$ cat src/hdl/lcdnum_pkg.sv
// Shared types and constants of the LCD number display sequencer.
// Used by the register block, the controller, the datapath, the top level and the checker.
package lcdnum_pkg;

  localparam int unsigned COLUMNS     = 16;
  localparam int unsigned CLEAR_BEATS = 2 * (COLUMNS + 1);
  localparam int unsigned CNT_W       = $clog2(CLEAR_BEATS);
  localparam int unsigned INIT_BEATS  = 4;
  localparam int unsigned DEC_DIGITS  = 5;
  localparam int unsigned VAL_W       = 17;
  localparam int unsigned RECIP_SHIFT = 19;
  localparam int unsigned QUO_W       = VAL_W - 3;

  localparam int unsigned ADDR_W = 4;
  localparam int unsigned DATA_W = 32;

  localparam logic [1:0] REG_FUNCTION_SET    = 2'd0;
  localparam logic [1:0] REG_DISPLAY_CONTROL = 2'd1;
  localparam logic [1:0] REG_ENTRY_MODE      = 2'd2;

  localparam logic [7:0] RST_FUNCTION_SET    = 8'h38;
  localparam logic [7:0] RST_DISPLAY_CONTROL = 8'h0C;
  localparam logic [7:0] RST_ENTRY_MODE      = 8'h06;

  localparam logic [7:0] CMD_SET_DDRAM = 8'h80;
  localparam logic [7:0] LINE2_OFFSET  = 8'h40;
  localparam logic [7:0] CMD_CLEAR     = 8'h01;
  localparam logic [7:0] CHAR_ZERO     = 8'h30;
  localparam logic [7:0] CHAR_A        = 8'h41;
  localparam logic [7:0] CHAR_PLUS     = 8'h2B;
  localparam logic [7:0] CHAR_MINUS    = 8'h2D;
  localparam logic [7:0] CHAR_SPACE    = 8'h20;

  localparam logic [1:0] LINE_ONE = 2'd1;
  localparam logic [1:0] LINE_TWO = 2'd2;

  // floor(x * RECIP_TEN / 2^RECIP_SHIFT) equals x / 10 for every 17-bit x
  localparam logic [15:0] RECIP_TEN = 16'd52429;

  typedef enum logic [2:0] {
    OP_INIT  = 3'd0,
    OP_CHAR  = 3'd1,
    OP_UDEC  = 3'd2,
    OP_SDEC  = 3'd3,
    OP_HEX   = 3'd4,
    OP_BIN   = 3'd5,
    OP_CLEAR = 3'd6
  } opcode_e;

  typedef enum logic [3:0] {
    S_IDLE,
    S_LOAD,
    S_CONV,
    S_INIT,
    S_CURSOR,
    S_CHAR,
    S_SIGN,
    S_DIGITS,
    S_CLEAR
  } state_e;

  typedef enum logic [2:0] {
    BEAT_INIT,
    BEAT_CURSOR,
    BEAT_CHAR,
    BEAT_SIGN,
    BEAT_DIGIT,
    BEAT_CLEAR
  } beat_e;

  typedef struct packed {
    logic [7:0] function_set;
    logic [7:0] display_control;
    logic [7:0] entry_mode;
  } cfg_t;

  typedef struct packed {
    logic  load;
    logic  conv_step;
    logic  cnt_inc;
    logic  emit;
    beat_e kind;
    logic  last;
  } ctrl_cmd_t;

  typedef struct packed {
    logic [2:0] op;
    logic       line_ok;
    logic       dig_zero;
    logic       dig_one;
    logic       init_done;
    logic       clear_done;
    logic       conv_done;
    logic       emit_ok;
  } dp_status_t;

endpackage

$ cat src/hdl/lcdnum_regs.sv
// Configuration registers of the LCD number display sequencer: APB-style write
// and read of the three init commands. Depends on lcdnum_pkg.
module lcdnum_regs (
  input  logic                           clk_i,
  input  logic                           rst_ni,
  input  logic                           psel,
  input  logic                           penable,
  input  logic                           pwrite,
  input  logic [lcdnum_pkg::ADDR_W-1:0]  paddr,
  input  logic [lcdnum_pkg::DATA_W-1:0]  pwdata,
  output logic [lcdnum_pkg::DATA_W-1:0]  prdata,
  output logic                           pready,
  output lcdnum_pkg::cfg_t               cfg_o
);

  logic [7:0] function_set_q, display_control_q, entry_mode_q;
  logic       wr_en;
  logic [1:0] reg_idx;

  assign pready  = 1'b1;
  assign wr_en   = psel & penable & pwrite;
  assign reg_idx = paddr[3:2];

  always_ff @(posedge clk_i or negedge rst_ni) begin
    if (!rst_ni) begin
      function_set_q    <= lcdnum_pkg::RST_FUNCTION_SET;
      display_control_q <= lcdnum_pkg::RST_DISPLAY_CONTROL;
      entry_mode_q      <= lcdnum_pkg::RST_ENTRY_MODE;
    end else if (wr_en) begin
      unique case (reg_idx)
        lcdnum_pkg::REG_FUNCTION_SET:    function_set_q    <= pwdata[7:0];
        lcdnum_pkg::REG_DISPLAY_CONTROL: display_control_q <= pwdata[7:0];
        lcdnum_pkg::REG_ENTRY_MODE:      entry_mode_q      <= pwdata[7:0];
        default: ;
      endcase
    end
  end

  always_comb begin
    unique case (reg_idx)
      lcdnum_pkg::REG_FUNCTION_SET:    prdata = {24'd0, function_set_q};
      lcdnum_pkg::REG_DISPLAY_CONTROL: prdata = {24'd0, display_control_q};
      lcdnum_pkg::REG_ENTRY_MODE:      prdata = {24'd0, entry_mode_q};
      default:                         prdata = '0;
    endcase
  end

  assign cfg_o.function_set    = function_set_q;
  assign cfg_o.display_control = display_control_q;
  assign cfg_o.entry_mode      = entry_mode_q;

endmodule

$ cat src/hdl/lcdnum_ctrl.sv
// Controller of the LCD number display sequencer: walks the beats of one
// request and commands the datapath. Depends on lcdnum_pkg.
module lcdnum_ctrl (
  input  logic                   clk_i,
  input  logic                   rst_ni,
  input  logic                   in_valid_i,
  output logic                   busy_o,
  input  lcdnum_pkg::dp_status_t status_i,
  output lcdnum_pkg::ctrl_cmd_t  cmd_o
);

  lcdnum_pkg::state_e state_q, state_d;
  lcdnum_pkg::state_e body_state, entry_state;

  always_ff @(posedge clk_i or negedge rst_ni) begin
    if (!rst_ni) begin
      state_q <= lcdnum_pkg::S_IDLE;
    end else begin
      state_q <= state_d;
    end
  end

  // What follows the cursor command, or stands first when the line is invalid
  always_comb begin
    unique case (status_i.op) inside
      lcdnum_pkg::OP_CHAR: body_state = lcdnum_pkg::S_CHAR;
      lcdnum_pkg::OP_SDEC: body_state = lcdnum_pkg::S_SIGN;
      lcdnum_pkg::OP_UDEC, lcdnum_pkg::OP_HEX, lcdnum_pkg::OP_BIN: begin
        body_state = status_i.dig_zero ? lcdnum_pkg::S_IDLE : lcdnum_pkg::S_DIGITS;
      end
      default: body_state = lcdnum_pkg::S_IDLE;
    endcase
    entry_state = status_i.line_ok ? lcdnum_pkg::S_CURSOR : body_state;
  end

  always_comb begin
    state_d         = state_q;
    cmd_o.load      = 1'b0;
    cmd_o.conv_step = 1'b0;
    cmd_o.cnt_inc   = 1'b0;
    cmd_o.emit      = 1'b0;
    cmd_o.kind      = lcdnum_pkg::BEAT_INIT;
    cmd_o.last      = 1'b0;
    busy_o          = (state_q != lcdnum_pkg::S_IDLE);

    unique case (state_q)
      lcdnum_pkg::S_IDLE: begin
        if (in_valid_i) begin
          cmd_o.load = 1'b1;
          state_d    = lcdnum_pkg::S_LOAD;
        end
      end
      lcdnum_pkg::S_LOAD: begin
        // the unused opcode drops the request without a beat
        unique case (status_i.op) inside
          lcdnum_pkg::OP_INIT:                      state_d = lcdnum_pkg::S_INIT;
          lcdnum_pkg::OP_CLEAR:                     state_d = lcdnum_pkg::S_CLEAR;
          lcdnum_pkg::OP_UDEC, lcdnum_pkg::OP_SDEC: state_d = lcdnum_pkg::S_CONV;
          lcdnum_pkg::OP_CHAR, lcdnum_pkg::OP_HEX, lcdnum_pkg::OP_BIN: begin
            state_d = entry_state;
          end
          default:                                  state_d = lcdnum_pkg::S_IDLE;
        endcase
      end
      lcdnum_pkg::S_CONV: begin
        cmd_o.conv_step = 1'b1;
        cmd_o.cnt_inc   = 1'b1;
        if (status_i.conv_done) begin
          state_d = entry_state;
        end
      end
      lcdnum_pkg::S_INIT: begin
        cmd_o.kind    = lcdnum_pkg::BEAT_INIT;
        cmd_o.last    = status_i.init_done;
        cmd_o.emit    = status_i.emit_ok;
        cmd_o.cnt_inc = status_i.emit_ok;
        if (status_i.emit_ok && status_i.init_done) begin
          state_d = lcdnum_pkg::S_IDLE;
        end
      end
      lcdnum_pkg::S_CURSOR: begin
        cmd_o.kind = lcdnum_pkg::BEAT_CURSOR;
        cmd_o.last = (body_state == lcdnum_pkg::S_IDLE);
        cmd_o.emit = status_i.emit_ok;
        if (status_i.emit_ok) begin
          state_d = body_state;
        end
      end
      lcdnum_pkg::S_CHAR: begin
        cmd_o.kind = lcdnum_pkg::BEAT_CHAR;
        cmd_o.last = 1'b1;
        cmd_o.emit = status_i.emit_ok;
        if (status_i.emit_ok) begin
          state_d = lcdnum_pkg::S_IDLE;
        end
      end
      lcdnum_pkg::S_SIGN: begin
        cmd_o.kind = lcdnum_pkg::BEAT_SIGN;
        cmd_o.last = status_i.dig_zero;
        cmd_o.emit = status_i.emit_ok;
        if (status_i.emit_ok) begin
          state_d = status_i.dig_zero ? lcdnum_pkg::S_IDLE : lcdnum_pkg::S_DIGITS;
        end
      end
      lcdnum_pkg::S_DIGITS: begin
        cmd_o.kind = lcdnum_pkg::BEAT_DIGIT;
        cmd_o.last = status_i.dig_one;
        cmd_o.emit = status_i.emit_ok;
        if (status_i.emit_ok && status_i.dig_one) begin
          state_d = lcdnum_pkg::S_IDLE;
        end
      end
      lcdnum_pkg::S_CLEAR: begin
        cmd_o.kind    = lcdnum_pkg::BEAT_CLEAR;
        cmd_o.last    = status_i.clear_done;
        cmd_o.emit    = status_i.emit_ok;
        cmd_o.cnt_inc = status_i.emit_ok;
        if (status_i.emit_ok && status_i.clear_done) begin
          state_d = lcdnum_pkg::S_IDLE;
        end
      end
      default: state_d = lcdnum_pkg::S_IDLE;
    endcase
  end

endmodule

$ cat src/hdl/lcdnum_dp.sv
// Datapath of the LCD number display sequencer: request registers, decimal
// conversion by reciprocal multiply, beat formatting and output register.
// Depends on lcdnum_pkg.
module lcdnum_dp (
  input  logic                   clk_i,
  input  logic                   rst_ni,
  input  lcdnum_pkg::cfg_t       cfg_i,
  input  lcdnum_pkg::ctrl_cmd_t  cmd_i,
  output lcdnum_pkg::dp_status_t status_o,
  input  logic [2:0]             opcode_i,
  input  logic [1:0]             line_i,
  input  logic [4:0]             column_i,
  input  logic [15:0]            number_i,
  input  logic [7:0]             char_code_i,
  input  logic [4:0]             digit_count_i,
  output logic                   out_valid_o,
  input  logic                   out_stall_i,
  output logic                   is_data_o,
  output logic [7:0]             bus_byte_o,
  output logic                   last_o
);

  localparam logic [lcdnum_pkg::CNT_W-1:0] InitEnd  =
    lcdnum_pkg::CNT_W'(lcdnum_pkg::INIT_BEATS - 1);
  localparam logic [lcdnum_pkg::CNT_W-1:0] ClearEnd =
    lcdnum_pkg::CNT_W'(lcdnum_pkg::CLEAR_BEATS - 1);
  localparam logic [lcdnum_pkg::CNT_W-1:0] ConvEnd  =
    lcdnum_pkg::CNT_W'(lcdnum_pkg::DEC_DIGITS - 1);
  localparam logic [lcdnum_pkg::CNT_W-1:0] Line2Pos =
    lcdnum_pkg::CNT_W'(lcdnum_pkg::COLUMNS + 1);
  localparam logic [7:0] HexOffset = lcdnum_pkg::CHAR_A - 8'd10;

  logic [2:0]                   op_q;
  logic [1:0]                   line_q;
  logic [4:0]                   col_q;
  logic [15:0]                  num_q;
  logic [7:0]                   ch_q;
  logic [4:0]                   dig_q;
  logic [lcdnum_pkg::CNT_W-1:0] cnt_q;
  logic [lcdnum_pkg::VAL_W-1:0] val_q;
  logic [19:0]                  bcd_q;
  logic                         out_valid_q, is_data_q, last_q;
  logic [7:0]                   byte_q;

  logic [lcdnum_pkg::VAL_W-1:0] load_val;
  logic [32:0]                  prod;
  logic [lcdnum_pkg::QUO_W-1:0] quo;
  logic [lcdnum_pkg::VAL_W-1:0] rem;
  logic [4:0]                   pos;
  logic [3:0]                   digit;
  logic [7:0]                   digit_char, cursor_byte;
  logic                         beat_is_data;
  logic [7:0]                   beat_byte;
  logic                         emit_ok;

  assign load_val = (opcode_i == lcdnum_pkg::OP_SDEC && number_i[15]) ?
                    (lcdnum_pkg::VAL_W'(17'h10000) - {1'b0, number_i}) : {1'b0, number_i};

  assign prod = {16'd0, val_q} * {17'd0, lcdnum_pkg::RECIP_TEN};
  assign quo  = prod[lcdnum_pkg::RECIP_SHIFT +: lcdnum_pkg::QUO_W];
  assign rem  = val_q - {quo, 3'b000} - {2'b00, quo, 1'b0};

  always_ff @(posedge clk_i) begin
    if (cmd_i.load) begin
      op_q   <= opcode_i;
      line_q <= line_i;
      col_q  <= column_i;
      num_q  <= number_i;
      ch_q   <= char_code_i;
      dig_q  <= digit_count_i;
      cnt_q  <= '0;
      val_q  <= load_val;
      bcd_q  <= {4'd0, number_i};
    end else begin
      if (cmd_i.cnt_inc) begin
        cnt_q <= cnt_q + 1'b1;
      end
      // shift one decimal digit in from the top, least significant first
      if (cmd_i.conv_step) begin
        val_q <= {3'b000, quo};
        bcd_q <= {rem[3:0], bcd_q[19:4]};
      end
      if (cmd_i.emit && cmd_i.kind == lcdnum_pkg::BEAT_DIGIT) begin
        dig_q <= dig_q - 1'b1;
      end
    end
  end

  // Digit at position dig_q-1; positions past the value read as zero
  always_comb begin
    pos = dig_q - 1'b1;
    if (op_q == lcdnum_pkg::OP_BIN) begin
      digit = {3'b000, (pos[4] == 1'b0) ? num_q[pos[3:0]] : 1'b0};
    end else begin
      case (pos)
        5'd0:    digit = bcd_q[3:0];
        5'd1:    digit = bcd_q[7:4];
        5'd2:    digit = bcd_q[11:8];
        5'd3:    digit = bcd_q[15:12];
        5'd4:    digit = bcd_q[19:16];
        default: digit = 4'd0;
      endcase
    end
    digit_char = (digit < 4'd10) ? (lcdnum_pkg::CHAR_ZERO + {4'd0, digit})
                                 : (HexOffset + {4'd0, digit});
    cursor_byte = lcdnum_pkg::CMD_SET_DDRAM |
                  ({3'b000, col_q} - 8'd1 +
                   ((line_q == lcdnum_pkg::LINE_TWO) ? lcdnum_pkg::LINE2_OFFSET : 8'h00));
  end

  always_comb begin
    beat_is_data = 1'b1;
    beat_byte    = lcdnum_pkg::CHAR_SPACE;
    unique case (cmd_i.kind)
      lcdnum_pkg::BEAT_INIT: begin
        beat_is_data = 1'b0;
        case (cnt_q[1:0])
          2'd0:    beat_byte = cfg_i.function_set;
          2'd1:    beat_byte = cfg_i.display_control;
          2'd2:    beat_byte = cfg_i.entry_mode;
          default: beat_byte = lcdnum_pkg::CMD_CLEAR;
        endcase
      end
      lcdnum_pkg::BEAT_CURSOR: begin
        beat_is_data = 1'b0;
        beat_byte    = cursor_byte;
      end
      lcdnum_pkg::BEAT_CHAR: beat_byte = ch_q;
      lcdnum_pkg::BEAT_SIGN: begin
        beat_byte = num_q[15] ? lcdnum_pkg::CHAR_MINUS : lcdnum_pkg::CHAR_PLUS;
      end
      lcdnum_pkg::BEAT_DIGIT: beat_byte = digit_char;
      lcdnum_pkg::BEAT_CLEAR: begin
        if (cnt_q == '0) begin
          beat_is_data = 1'b0;
          beat_byte    = lcdnum_pkg::CMD_SET_DDRAM;
        end else if (cnt_q == Line2Pos) begin
          beat_is_data = 1'b0;
          beat_byte    = lcdnum_pkg::CMD_SET_DDRAM | lcdnum_pkg::LINE2_OFFSET;
        end
      end
      default: ;
    endcase
  end

  assign emit_ok = !out_valid_q || !out_stall_i;

  always_ff @(posedge clk_i or negedge rst_ni) begin
    if (!rst_ni) begin
      out_valid_q <= 1'b0;
    end else if (cmd_i.emit) begin
      out_valid_q <= 1'b1;
    end else if (!out_stall_i) begin
      out_valid_q <= 1'b0;
    end
  end

  always_ff @(posedge clk_i) begin
    if (cmd_i.emit) begin
      is_data_q <= beat_is_data;
      byte_q    <= beat_byte;
      last_q    <= cmd_i.last;
    end
  end

  assign out_valid_o = out_valid_q;
  assign is_data_o   = is_data_q;
  assign bus_byte_o  = byte_q;
  assign last_o      = last_q;

  assign status_o.op         = op_q;
  assign status_o.line_ok    = (line_q == lcdnum_pkg::LINE_ONE) ||
                               (line_q == lcdnum_pkg::LINE_TWO);
  assign status_o.dig_zero   = (dig_q == 5'd0);
  assign status_o.dig_one    = (dig_q == 5'd1);
  assign status_o.init_done  = (cnt_q == InitEnd);
  assign status_o.clear_done = (cnt_q == ClearEnd);
  assign status_o.conv_done  = (cnt_q == ConvEnd);
  assign status_o.emit_ok    = emit_ok;

endmodule

$ cat src/hdl/lcd_number_display_sequencer_unit.sv
// An accepted request is loaded into the request registers, decoded in S_LOAD and
// sent beat by beat through the output register (the decimal opcodes first run a
// 5-step divide-by-ten loop). Throughput: one bus write per cycle while the output
// is not stalled; the input stalls until the last beat of a request is emitted.
// Reset: asynchronous, active low; config registers return to 0x38/0x0C/0x06.
// Top level; depends on lcdnum_pkg, lcdnum_regs, lcdnum_ctrl and lcdnum_dp.
module lcd_number_display_sequencer_unit (
  input  logic                           clk_i,
  input  logic                           rst_ni,
  input  logic                           in_valid_i,
  output logic                           in_stall_o,
  input  logic [2:0]                     opcode_i,
  input  logic [1:0]                     line_i,
  input  logic [4:0]                     column_i,
  input  logic [15:0]                    number_i,
  input  logic [7:0]                     char_code_i,
  input  logic [4:0]                     digit_count_i,
  output logic                           out_valid_o,
  input  logic                           out_stall_i,
  output logic                           is_data_o,
  output logic [7:0]                     bus_byte_o,
  output logic                           last_o,
  input  logic                           psel,
  input  logic                           penable,
  input  logic                           pwrite,
  input  logic [lcdnum_pkg::ADDR_W-1:0]  paddr,
  input  logic [lcdnum_pkg::DATA_W-1:0]  pwdata,
  output logic [lcdnum_pkg::DATA_W-1:0]  prdata,
  output logic                           pready
);

  lcdnum_pkg::cfg_t       cfg;
  lcdnum_pkg::ctrl_cmd_t  cmd;
  lcdnum_pkg::dp_status_t status;
  logic                   busy;

  assign in_stall_o = busy;

  lcdnum_regs u_regs (
    .clk_i   (clk_i),
    .rst_ni  (rst_ni),
    .psel    (psel),
    .penable (penable),
    .pwrite  (pwrite),
    .paddr   (paddr),
    .pwdata  (pwdata),
    .prdata  (prdata),
    .pready  (pready),
    .cfg_o   (cfg)
  );

  lcdnum_ctrl u_ctrl (
    .clk_i      (clk_i),
    .rst_ni     (rst_ni),
    .in_valid_i (in_valid_i),
    .busy_o     (busy),
    .status_i   (status),
    .cmd_o      (cmd)
  );

  lcdnum_dp u_dp (
    .clk_i         (clk_i),
    .rst_ni        (rst_ni),
    .cfg_i         (cfg),
    .cmd_i         (cmd),
    .status_o      (status),
    .opcode_i      (opcode_i),
    .line_i        (line_i),
    .column_i      (column_i),
    .number_i      (number_i),
    .char_code_i   (char_code_i),
    .digit_count_i (digit_count_i),
    .out_valid_o   (out_valid_o),
    .out_stall_i   (out_stall_i),
    .is_data_o     (is_data_o),
    .bus_byte_o    (bus_byte_o),
    .last_o        (last_o)
  );

endmodule

$ cat config.mk
export PLATFORM = sky130hd
export DESIGN_NAME = lcd_number_display_sequencer_unit
export DESIGN_NICKNAME = d
export VERILOG_FILES = /design/src/hdl/lcdnum_pkg.sv /design/src/hdl/lcdnum_regs.sv /design/src/hdl/lcdnum_ctrl.sv /design/src/hdl/lcdnum_dp.sv /design/src/hdl/lcd_number_display_sequencer_unit.sv
export SDC_FILE = /design/constraint.sdc
export NUM_CORES = 1
export LEC_CHECK = 0
export BUFFER_PORTS_ARGS = -buffer_cell sky130_fd_sc_hd__buf_2
export CAP_MARGIN = 20
export CELL_PAD_IN_SITES_DETAIL_PLACEMENT = 2
export CELL_PAD_IN_SITES_GLOBAL_PLACEMENT = 2
export CORE_MARGIN = 10
export CORE_UTILIZATION = 39
export CTS_CLUSTER_SIZE = 10
export DETAILED_ROUTE_END_ITERATION = 12
export PLACE_DENSITY = 0.92
export REMOVE_ABC_BUFFERS = 1
export SYNTH_ARGS = -nofsm -noshare
export SYNTH_HDL_FRONTEND = slang
export SYNTH_SLANG_ARGS = --single-unit
$ cat constraint.sdc
create_clock -name clk_i -period 7.5 [get_ports clk_i]
set_input_delay 0 -clock clk_i [delete_from_list [all_inputs] [get_ports clk_i]]
set_output_delay 0 -clock clk_i [all_outputs]
set_load 0.02 [all_outputs]
==> flow_metrics.env <==
export IMPL_ys_seq_area_frac=0.293
export IMPL_antenna_found_initial=2
export IMPL_die_w_um=192
export IMPL_h_tree_depth=4
export IMPL_die_y_um=192
export IMPL_synth_most_common_cell="inv_1"
export IMPL_io_buffer_count=75
export IMPL_synth_compound_area_frac=0.108
export IMPL_hold_viol=0
export IMPL_synth_area_leaders="edfxtp_1 (21%), ha_1 (16%), fa_1 (15%), inv_1 (6.1%), dfrtp_1 (4.8%)"
export IMPL_post_route_util=0.458
export IMPL_clkLatencyLatePin_ns=0.47
export IMPL_required_ns=7.82
export IMPL_async_reset_ff_frac=0.240
export IMPL_slowest_delay_ns=0.58
export IMPL_clock_skew_ns=0.0182
export IMPL_grt_pass1_vias=11900
export IMPL_slew_headroom=0.193
export IMPL_grt_start_max_net_pins=58
export IMPL_finalSetupViolCount=1
export IMPL_hpwl_mm=33.4
export IMPL_reg2reg_slack_ns=-0.01
export IMPL_synth_seq_cells=121
export IMPL_cpLargestDelayFamily="adder cells"
export IMPL_synth_mux_area_frac=0.0490
export IMPL_grt_pass1_wl_mm=79.8
export IMPL_final_nets=1613
export IMPL_slew_violations=0
export IMPL_cts_buffers_inserted=17
export IMPL_gr_total_overflow=0
export IMPL_cts_tree="done"
export IMPL_worst_slack_ns=-0.0120
export IMPL_wirelength_mm=55.9
export IMPL_drtIter0Drc=947
export IMPL_status="complete, but fails checks"
export IMPL_ios=127
export IMPL_cp_start_kind="flip-flop"
export IMPL_max_slew_worst_pin_slew_ns=1.21
export IMPL_crit_slowest_cell="fa_1"
export IMPL_rows=63
export IMPL_layout_cells_non_filler=1696
export IMPL_die_area_um2=37000
export IMPL_fin_crit_ns=7.51
export IMPL_path_class="flip-flop to flip-flop"
export IMPL_syn_avg_cell_area_um2=10.0
export IMPL_syn_inst=1159
export IMPL_coreArea_um2=29500
export IMPL_path_clk_slew_ns=0.08
export IMPL_vias=10500
export IMPL_initial_core_util=0.393
export IMPL_place_ws_ns=0.0282
export IMPL_synth_top_cells_by_count="inv_1 (189), ha_1 (151), nand2_1 (100), fa_1 (87), edfxtp_1 (82)"
export IMPL_setup_worst_path_end_class="flip-flop"
export IMPL_netlist_top_cell_by_area="edfxtp_1"
export IMPL_place_inst=1600
export IMPL_synth_cell_types=78
export IMPL_area_growth_pct=16.6
export IMPL_cp_arrival_ns=7.84
export IMPL_synthAdderAreaFrac=0.313
export IMPL_cts_buffer_depth=2
export IMPL_firstDrtPassIters=7
export IMPL_drtAntennaViolNets=0
export IMPL_cp_num_buf_inv=3
export IMPL_synth_top_family_by_area="adder cells"
export IMPL_violations="setup timing"
export IMPL_worst_path_max_fanout=7
export IMPL_clock_sinks=121
export IMPL_syn_area_um2=11600
export IMPL_viasPerCell=6.22
export IMPL_final_layout_size_suffix_gt1_frac=0.150
export IMPL_ys_warnings_count=0
export IMPL_synth_edf_count=82
export IMPL_synth_top_cell_area_share=0.213
export IMPL_synthSimpleGateAreaFrac=0.110
export IMPL_fill_cells=3063
export IMPL_fmax_ghz=0.133
export IMPL_synth_top_flop_cell="edfxtp_1"
export IMPL_grtUsageTotal=0.293
export IMPL_gp_congestion=0.874
export IMPL_drc=0
export IMPL_final_period_utilization=1.00
export IMPL_hp_class="input port to async pin"
export IMPL_antennaDiodeCount=0
export IMPL_routedWlPerCell_um=33.0
export IMPL_synth_xor_area_frac=0.0374
export IMPL_cts_root_buf="clkbuf_16"
export IMPL_drv_cap=0
per-layer routing:
metal / part of all wire / vias to the layer above / GRT usage
met5: 0.00023 / - / 0
met4: 0.085 / 2 / 0.200
met3: 0.069 / 301 / 0.0683
met2: 0.50 / 722 / 0.523
met1: 0.34 / 5313 / 0.300
li1: - / 4207 / -
final timing paths:
| path | startpoint | end | cells past startpoint |
|---|---|---|---|
| setup / recovery | u_dp.val_q[1] | u_dp.bcd_q[19] | 25 |
| hold / removal | rst_ni | u_regs.function_set_q[0] | 2 |
| setup reg to reg | u_dp.val_q[1] | u_dp.bcd_q[19] | 25 |
| hold reg to reg | u_regs.display_control_q[7] | u_regs.display_control_q[7] | 1 |
| max in group asynchronous | rst_ni | u_regs.function_set_q[7] | 2 |
| min in group clk_i | column_i[4] | u_dp.col_q[4] | 2 |
registers in the layout, summed over array words and instances (netlist names), 5 cells and up:
| register | flops |
|---|---|
| u_dp.num_q | 16 |
| u_dp.val_q | 17 |
| u_dp.bus_byte_o | 8 |
| u_dp.dig_q | 5 |
| u_regs.entry_mode_q | 8 |
| u_dp.bcd_q | 20 |
| u_dp.cnt_q | 6 |
| u_dp.ch_q | 8 |
| u_regs.display_control_q | 8 |
| u_dp.col_q | 5 |
| u_regs.function_set_q | 8 |
stage by stage:
step | instance area [µm²] | TNS [ns] | hold WS [ns]
after floorplan | 11400 | 0 | -0.296
after global placement | 12300 | 0 | 0.0671
after detailed placement | 12300 | 0 | 0.0771
after CTS | 13400 | 0 | 0.146
after global routing | 13500 | -0.130 | 0.209
final | 13500 | -0.0120 | 0.142
kinds of logic (layout without fill, tap and decap cells):
logic type | after synthesis | in the layout
flip-flops | 121 | 121
AO/OA/AOI/OAI | 193 | 193
multiplexers | 48 | 48
XOR/XNOR | 47 | 47
adder cells (fa/ha/maj) | 238 | 238
buffers and inverters | 245 | 368
other | 2 | 26
AND/OR/NAND/NOR | 265 | 265
cell type report:
type | count | area (µm²) | share of cell area
Clock buffer | 17 | 425 | 0.0315
Clock inverter | 15 | 140 | 0.0104
Inverter | 190 | 713 | 0.0528
Multi-Input combinational cell | 817 | 7320 | 0.542
Sequential cell | 121 | 3400 | 0.251
Tap cell | 390 | 488 | 0.0361
Timing Repair Buffer | 146 | 1030 | 0.0763
cell usage in the layout, fill, tap and decap left out, types with 5 or more instances in the layout:
| cell type | instances |
|---|---|
| inv_1 | 189 |
| ha_1 | 147 |
| nand2_1 | 100 |
| fa_1 | 87 |
| edfxtp_1 | 82 |
| buf_2 | 75 |
| nor2_1 | 59 |
| a21oi_1 | 58 |
| o21ai_0 | 51 |
| dlygate4sd3_1 | 49 |
| mux2_2 | 26 |
| conb_1 | 26 |
| xnor2_1 | 23 |
| xor2_1 | 22 |
| buf_4 | 22 |
| dfrtp_1 | 22 |
| nor3_1 | 19 |
| mux2i_1 | 17 |
| clkbuf_16 | 17 |
| nand3_1 | 12 |
| a222oi_1 | 11 |
| dfxtp_1 | 10 |
| nor2b_1 | 9 |
| and3_1 | 8 |
| nand4_1 | 7 |
| a21o_1 | 7 |
| a31oi_1 | 7 |
| dfstp_2 | 7 |
| or3_1 | 6 |
| nor3b_1 | 6 |
| nand2b_1 | 6 |
| inv_6 | 6 |
| o22ai_1 | 5 |
| o22a_2 | 5 |
| a211oi_1 | 5 |
worst register-to-register path: cells and delay by family, from the launching register on:
kind	cells	cell delay [ns]
AND/OR/NAND/NOR	4	0.74
AO/OA/AOI/OAI	7	1.24
flip-flops	1	0.57
XOR/XNOR	3	0.77
adder cells (fa/ha/maj)	8	3.75
buffers and inverters	3	0.30
what timing repair did:
item | CTS | global route
endpoints found under the hold margin | 101 | 0
hold buffers | 49 | 0
setup endpoints to repair | 1 | 1
pin swaps | 0 | 1
buffers inserted | 0 | 15
resized for setup | 2 | 8
Power is not shown: default switching activity piles up to over one toggle a cycle in this logic, so the estimate is an artifact.
